--- src/rtl/core/tspsa_pkg.sv ---
// Shared constants and types for the transport-stream packet sync aligner.
package tspsa_pkg;

  // Packet length in bytes, sync byte included.
  localparam int PACKET_LEN = 188;
  localparam int PTR_W = $clog2(PACKET_LEN);
  localparam logic [PTR_W-1:0] LAST_POS = PTR_W'(PACKET_LEN - 1);

  // Default sync byte, ASCII 'G'.
  localparam logic [7:0] SYNC_RESET = 8'h47;

  // One result item as it leaves the framer.
  typedef struct packed {
    logic       valid;
    logic [7:0] data;
    logic       first;
    logic       last;
  } result_t;

  // Framer status visible to the top level.
  typedef struct packed {
    logic             locked;
    logic [PTR_W-1:0] byte_pos;
  } frm_status_t;

endpackage

--- src/rtl/core/ts_packet_sync_aligner_unit.sv ---
// Top level of the transport-stream packet sync aligner.
//
// The block takes one transport-stream byte per item and runs it through a
// delay line one packet (188 bytes) long, held in a RAM. While hunting it
// drops bytes until the byte leaving the line and the byte entering it both
// equal sync_value; it then locks and passes the delayed bytes on, marking
// the packet's first and last bytes. A packet is released only when the
// next packet's sync byte enters as its own sync byte leaves, so output
// trails input by exactly one packet. On a mismatch at a packet start the
// unconfirmed packet is dropped and the block hunts again. After reset the
// first 188 items only fill the line and produce nothing; no clearing pass
// is needed. For each input item the RAM read for the next position is
// issued alongside the write for the current one, and a single output
// register lets a new item enter in the same cycle in which the waiting
// result is taken, so one item per cycle is sustained whenever the output
// side keeps up. An accepted item's result is in the result register in
// the cycle after it is accepted.
// sync_value is written through its own port and takes effect at the next
// packet start check.
module ts_packet_sync_aligner_unit (
  input  logic       clk,
  input  logic       rst,
  input  logic       in_valid,
  output logic       in_ready,
  input  logic [7:0] stream_byte,
  output logic       out_valid,
  input  logic       out_ready,
  output logic [7:0] packet_byte,
  output logic       first_of_packet,
  output logic       last_of_packet,
  input  logic       cfg_valid,
  output logic       cfg_ready,
  input  logic [7:0] sync_value
);

  logic                  in_fire;
  logic [7:0]            sync_reg;
  logic [7:0]            leaving;
  logic                  primed;
  tspsa_pkg::result_t    res;
  tspsa_pkg::frm_status_t frm_status;

  // A new item may enter when the result register is empty or is being
  // emptied in this cycle.
  assign in_ready  = !out_valid || out_ready;
  assign in_fire   = in_valid && in_ready;
  assign cfg_ready = 1'b1;

  always_ff @(posedge clk) begin
    if (rst) begin
      sync_reg <= tspsa_pkg::SYNC_RESET;
    end else if (cfg_valid) begin
      sync_reg <= sync_value;
    end
  end

  tspsa_delay_line u_delay (
    .clk     (clk),
    .rst     (rst),
    .advance (in_fire),
    .wr_byte (stream_byte),
    .leaving (leaving),
    .primed  (primed)
  );

  tspsa_framer u_framer (
    .clk        (clk),
    .rst        (rst),
    .advance    (in_fire),
    .primed     (primed),
    .leaving    (leaving),
    .incoming   (stream_byte),
    .sync_value (sync_reg),
    .res        (res),
    .status     (frm_status)
  );

  // Result register: loaded on every accepted item, which either carries a
  // packet byte or leaves the register empty.
  always_ff @(posedge clk) begin
    if (rst) begin
      out_valid <= 1'b0;
    end else if (in_fire) begin
      out_valid <= res.valid;
    end else if (out_ready) begin
      out_valid <= 1'b0;
    end
  end

  always_ff @(posedge clk) begin
    if (in_fire) begin
      packet_byte     <= res.data;
      first_of_packet <= res.first;
      last_of_packet  <= res.last;
    end
  end

  // A packet never starts and ends on the same byte.
  assert property (@(posedge clk) disable iff (rst)
    !(out_valid && first_of_packet && last_of_packet))
    else $error("first and last marks on the same byte");

  // Nothing may be produced before the delay line has been filled once.
  assert property (@(posedge clk) disable iff (rst)
    res.valid |-> primed)
    else $error("result produced before the delay line was filled");

  // Releasing a packet's first byte must leave the framer locked.
  assert property (@(posedge clk) disable iff (rst)
    (in_fire && res.valid && res.first) |=> frm_status.locked)
    else $error("framer not locked after a packet start");

  // While hunting, the packet position counter stays at zero.
  assert property (@(posedge clk) disable iff (rst)
    !frm_status.locked |-> (frm_status.byte_pos == '0))
    else $error("packet position moved while hunting");

endmodule

--- src/rtl/core/tspsa_delay_line.sv ---
// Packet-long byte delay line built on a single-port-per-direction RAM.
module tspsa_delay_line (
  input  logic       clk,
  input  logic       rst,
  input  logic       advance,
  input  logic [7:0] wr_byte,
  output logic [7:0] leaving,
  output logic       primed
);

  logic [7:0]                  mem [tspsa_pkg::PACKET_LEN];
  logic [tspsa_pkg::PTR_W-1:0] ptr;
  logic [tspsa_pkg::PTR_W-1:0] ptr_next;
  logic                        wrap;

  assign wrap     = (ptr == tspsa_pkg::LAST_POS);
  assign ptr_next = wrap ? '0 : ptr + 1'b1;

  // The byte for the next position is fetched while the current one is
  // overwritten, so it is ready in the cycle of the following item.
  always_ff @(posedge clk) begin
    if (advance) begin
      mem[ptr] <= wr_byte;
      leaving  <= mem[ptr_next];
    end
  end

  always_ff @(posedge clk) begin
    if (rst) begin
      ptr    <= '0;
      primed <= 1'b0;
    end else if (advance) begin
      ptr <= ptr_next;
      if (wrap) begin
        primed <= 1'b1;
      end
    end
  end

endmodule

--- src/rtl/core/tspsa_framer.sv ---
// Lock tracking and packet position counting for the sync aligner.
module tspsa_framer (
  input  logic                   clk,
  input  logic                   rst,
  input  logic                   advance,
  input  logic                   primed,
  input  logic [7:0]             leaving,
  input  logic [7:0]             incoming,
  input  logic [7:0]             sync_value,
  output tspsa_pkg::result_t     res,
  output tspsa_pkg::frm_status_t status
);

  logic                        locked;
  logic [tspsa_pkg::PTR_W-1:0] byte_pos;
  logic                        at_start;
  logic                        match;
  logic                        at_last;

  assign at_start = !locked || (byte_pos == '0);
  assign match    = (leaving == sync_value) && (incoming == sync_value);
  assign at_last  = (byte_pos == tspsa_pkg::LAST_POS);

  always_comb begin
    res.data  = leaving;
    res.first = at_start;
    res.last  = !at_start && at_last;
    res.valid = primed && (!at_start || match);
  end

  always_ff @(posedge clk) begin
    if (rst) begin
      locked   <= 1'b0;
      byte_pos <= '0;
    end else if (advance && primed) begin
      if (at_start) begin
        locked   <= match;
        byte_pos <= match ? tspsa_pkg::PTR_W'(1) : '0;
      end else begin
        byte_pos <= at_last ? '0 : byte_pos + 1'b1;
      end
    end
  end

  assign status.locked   = locked;
  assign status.byte_pos = byte_pos;

endmodule
--- config.mk ---
export PLATFORM = sky130hd
export DESIGN_NAME = ts_packet_sync_aligner_unit
export DESIGN_NICKNAME = d
export VERILOG_FILES = /design/src/rtl/core/tspsa_pkg.sv /design/src/rtl/core/ts_packet_sync_aligner_unit.sv /design/src/rtl/core/tspsa_delay_line.sv /design/src/rtl/core/tspsa_framer.sv
export SDC_FILE = /design/constraint.sdc
export NUM_CORES = 2
export LEC_CHECK = 0
export ABC_CLOCK_PERIOD_IN_PS = 4800
export BUFFER_PORTS_ARGS = -buffer_cell sky130_fd_sc_hd__buf_2
export CORE_AREA = 4 4 373 375
export DETAILED_ROUTE_END_ITERATION = 10
export DIE_AREA = 0 0 377 379
export GPL_TIMING_DRIVEN = 0
export PLACE_DENSITY_LB_ADDON = 0.2
export SKIP_LAST_GASP = 1
export SYNTH_ARGS = -nofsm -noshare
export SYNTH_HDL_FRONTEND = slang
export SYNTH_SLANG_ARGS = --single-unit
--- constraint.sdc ---
create_clock -name clk -period 4.8 [get_ports clk]
set_input_delay 0.24 -clock clk [delete_from_list [all_inputs] [get_ports clk]]
set_output_delay 0.24 -clock clk [all_outputs]
set_load 0.02 [all_outputs]
==> results.tsv <==
metric	value	unit
syn_area_per_cell	18.69	um2
Post-Place Worst Slack	-2.625	ns
post-route total power	30010	uW
synth warn	0	
post-synth cell types	74	
vias	36870	
htree depth	4	
die width	377	um
Worst Max-Slew Pin Slew	1.466	ns
WS Path Type	reg2reg	
Post-Layout Inst Area	69920	um2
final hold violation count	0	
Final TNS setup	-1.319	ns
register area share after synthesis	76.00	%
Worst Reg2Reg Path Length in Cells	11	
Worst setup EP type	flip-flop	
DR pass1 iterations	8	
unrepaired setup endpoints after global routing	true	
remaining antenna violation count	0	
largest net degree at the start of global routing	145	
area of the multi-input gates	13790	um2
final net count	3525	
Die ar.	142900	um2
total gr overflow	0	
total leakage power	0.02182	uW
Post-DP HPWL	150.9	mm
Post-synth ARST share	0	%
Placer Congestion	1.032	
Worst Path Buf+Inv	6	
vias in the first global route	33810	
routed length per instance	43.68	um
slowest library cell on the worst path	o21ai_0	
synthesized cell area	60850	um2
# port buffers	32	
Final period util	105.2	%
leading register cell type out of synthesis	edfxtp_1	
HP Start	cfg_valid	
Worst Setup SP	u_delay.ptr[0]	
PwrDens	429.2	nW/um2
worst endpoint required time	5.33	ns
Syn Nets	3283	
Slew HR	2.240	%
clock transition at the registers of the reported paths	0.07	ns
CTS Root Cell	clkbuf_16	
worst vdd ir	0.3007	mV
Setup violations, final	8	
Max Cap Viol	0	
final clock skew	0.04740	ns
initial core utilization	44.97	%
min Tclk post-route	5.049	ns
share of cells above drive strength 1	21.58	%
Pins Over Slew Limit	0	
Crit path depth	11	
WP data arrival	5.58	ns
Final WS setup	-0.2493	ns
All-Layer GR Usage	33.07	%
# rows	135	
die height	379	um
clock sink total	1549	
TritonCTS buffer count	159	
status	finished, violations left	
Sequential Area	46250	um2
critical path, cell by cell	buf_2 -> clkinvlp_4 -> ha_2 -> buf_4 -> buf_8 -> buf_6 -> clkbuf_4 -> mux4_2 -> o21ai_0 -> a2111oi_0 -> o211a_1	
CP max stage delay	0.71	ns
clk_lat worst skew	0.83	ns
Fmax	198.0	MHz
first-pass GRT wire length	311.4	mm
max FFs per register	1504	
Post-route DRC	0	
vias per inst	6.802	
worst r2r src	u_delay.ptr[0]	
Worst Path Max Fanout	10	
Worst Hold Depth	4	
WHS	0.09359	ns
number of flops mapped to enable cells by yosys	1522	
Biggest register	u_delay.mem	
initial antenna violation count	17	
IO Count	34	
placed inst area	63650	um2
Filler Cells Inserted	10690	
total wire length	236.8	mm
Critical Path Source Type	flip-flop	
CTS max path bufs	3	
core area	135300	um2
drt initial violations	6968	
CTS tree	yes	
Hold Crit Class	in2reg	
Yosys reg bits	1549	
cells after synthesis	3256	
failing checks	setup timing	
P&R area growth vs syn	14.91	%
Worst path top cell family by delay	buffers and inverters	
## cell type report
| class | count | area share (%) |
|---|---|---|
| repair buffers | 82 | 1.278 |
| diodes | 12 | 0.04295 |
| plain buffers | 190 | 2.482 |
| multi-input cells | 1510 | 19.72 |
| flip-flops and latches | 1549 | 66.14 |
| clock buffers | 208 | 6.027 |
| clock inverters | 83 | 1.079 |
| inverters | 6 | 0.03758 |
| well taps | 1781 | 3.187 |
## metal layers
layer | track usage, % | wire length, um | up-vias
li1 | - | - | 13740
met1 | 43.46 | 85260 | 19240
met5 | 0.2401 | 70 | -
met3 | 13.49 | 35220 | 689
met2 | 46.49 | 99880 | 3199
met4 | 19.04 | 16360 | 10
## final timing paths
check	slack, ns	to
max	-0.25	u_delay.leaving[5]
min	0.09	sync_reg[4]
max reg2reg	-0.25	u_delay.leaving[5]
min reg2reg	0.48	packet_byte[3]
## per-stage QoR
step	cells	utilization [%]
floorplan	3256	-
global placement	5069	46.74
detailed placement	5080	47.04
CTS	5398	51.44
global route	5411	51.66
finish	5421	51.68
## synthesized netlist by cell type, types with 14 or more instances
cell	count	area share (%)
dfxtp_1	27	0.89
o22ai_1	52	0.53
nor2_1	243	1.5
mux2i_1	116	1.9
and3_1	36	0.37
a22o_1	14	0.20
a21oi_1	96	0.79
a31oi_1	18	0.19
buf_1	16	0.099
a22oi_1	63	0.78
mux2_2	17	0.31
nand3_1	47	0.39
o21ai_0	41	0.34
nor3_1	27	0.22
nor2b_1	18	0.19
a211oi_1	22	0.27
buf_4	14	0.17
nor4_1	26	0.27
mux4_2	274	10
nand2_1	243	1.5
edfxtp_1	1522	75
buf_6	26	0.48
buf_2	24	0.20
clkbuf_1	99	0.61
## worst reg2reg max path, cell delays in order (launching register included)
cell and delay (ns):
dfxtp_1 0.40, buf_2 0.34, clkinvlp_4 0.21, ha_2 0.46, buf_4 0.32, buf_8 0.33
buf_6 0.32, clkbuf_4 0.51, mux4_2 0.48, o21ai_0 0.71, a2111oi_0 0.28, o211a_1 0.37
## power breakdown
| part | total (uW) | switching, uW | internal [uW] |
|---|---|---|---|
| logic | 3040 | 2200 | 848 |
| clock network | 12100 | 5420 | 6630 |
| registers | 14900 | 20.9 | 14900 |
## kinds of logic after synthesis
group / Yosys count / share of synthesized area (%)
AO/OA/AOI/OAI: 394 / 4.345
XOR/XNOR: 9 / 0.1296
adder cells (fa/ha/maj): 6 / 0.1234
buffers and inverters: 197 / 1.935
flip-flops: 1549 / 76.00
multiplexers: 408 / 12.41
other: 1 / 0.006163
AND/OR/NAND/NOR: 692 / 5.050
## cells in the final DEF, fill, tap and decap left out, types with 23 or more instances in the layout
master     instances
edfxtp_1        1522
mux4_2           274
nor2_1           242
nand2_1          240
clkbuf_16        161
mux2i_1          113
a21oi_1           91
clkbuf_1          80
a22oi_1           59
o22ai_1           52
nand3_1           43
clkbuf_2          41
o21ai_0           40
buf_2             39
and3_1            36
buf_8             34
clkinv_1          30
clkinv_2          27
dfxtp_1           26
nor3_1            24
buf_4             23
buf_6             23
## what timing repair did
| item | CTS | global route |
|---|---|---|
| hold buffers | 21 | 0 |
| resized for setup | 197 | 39 |
| setup endpoints to repair | 9 | 8 |
| pin swaps | 6 | 4 |
| setup buffers | 7 | 10 |
| endpoints found under the hold margin | 502 | 0 |
(Power assumes the default switching activity.)
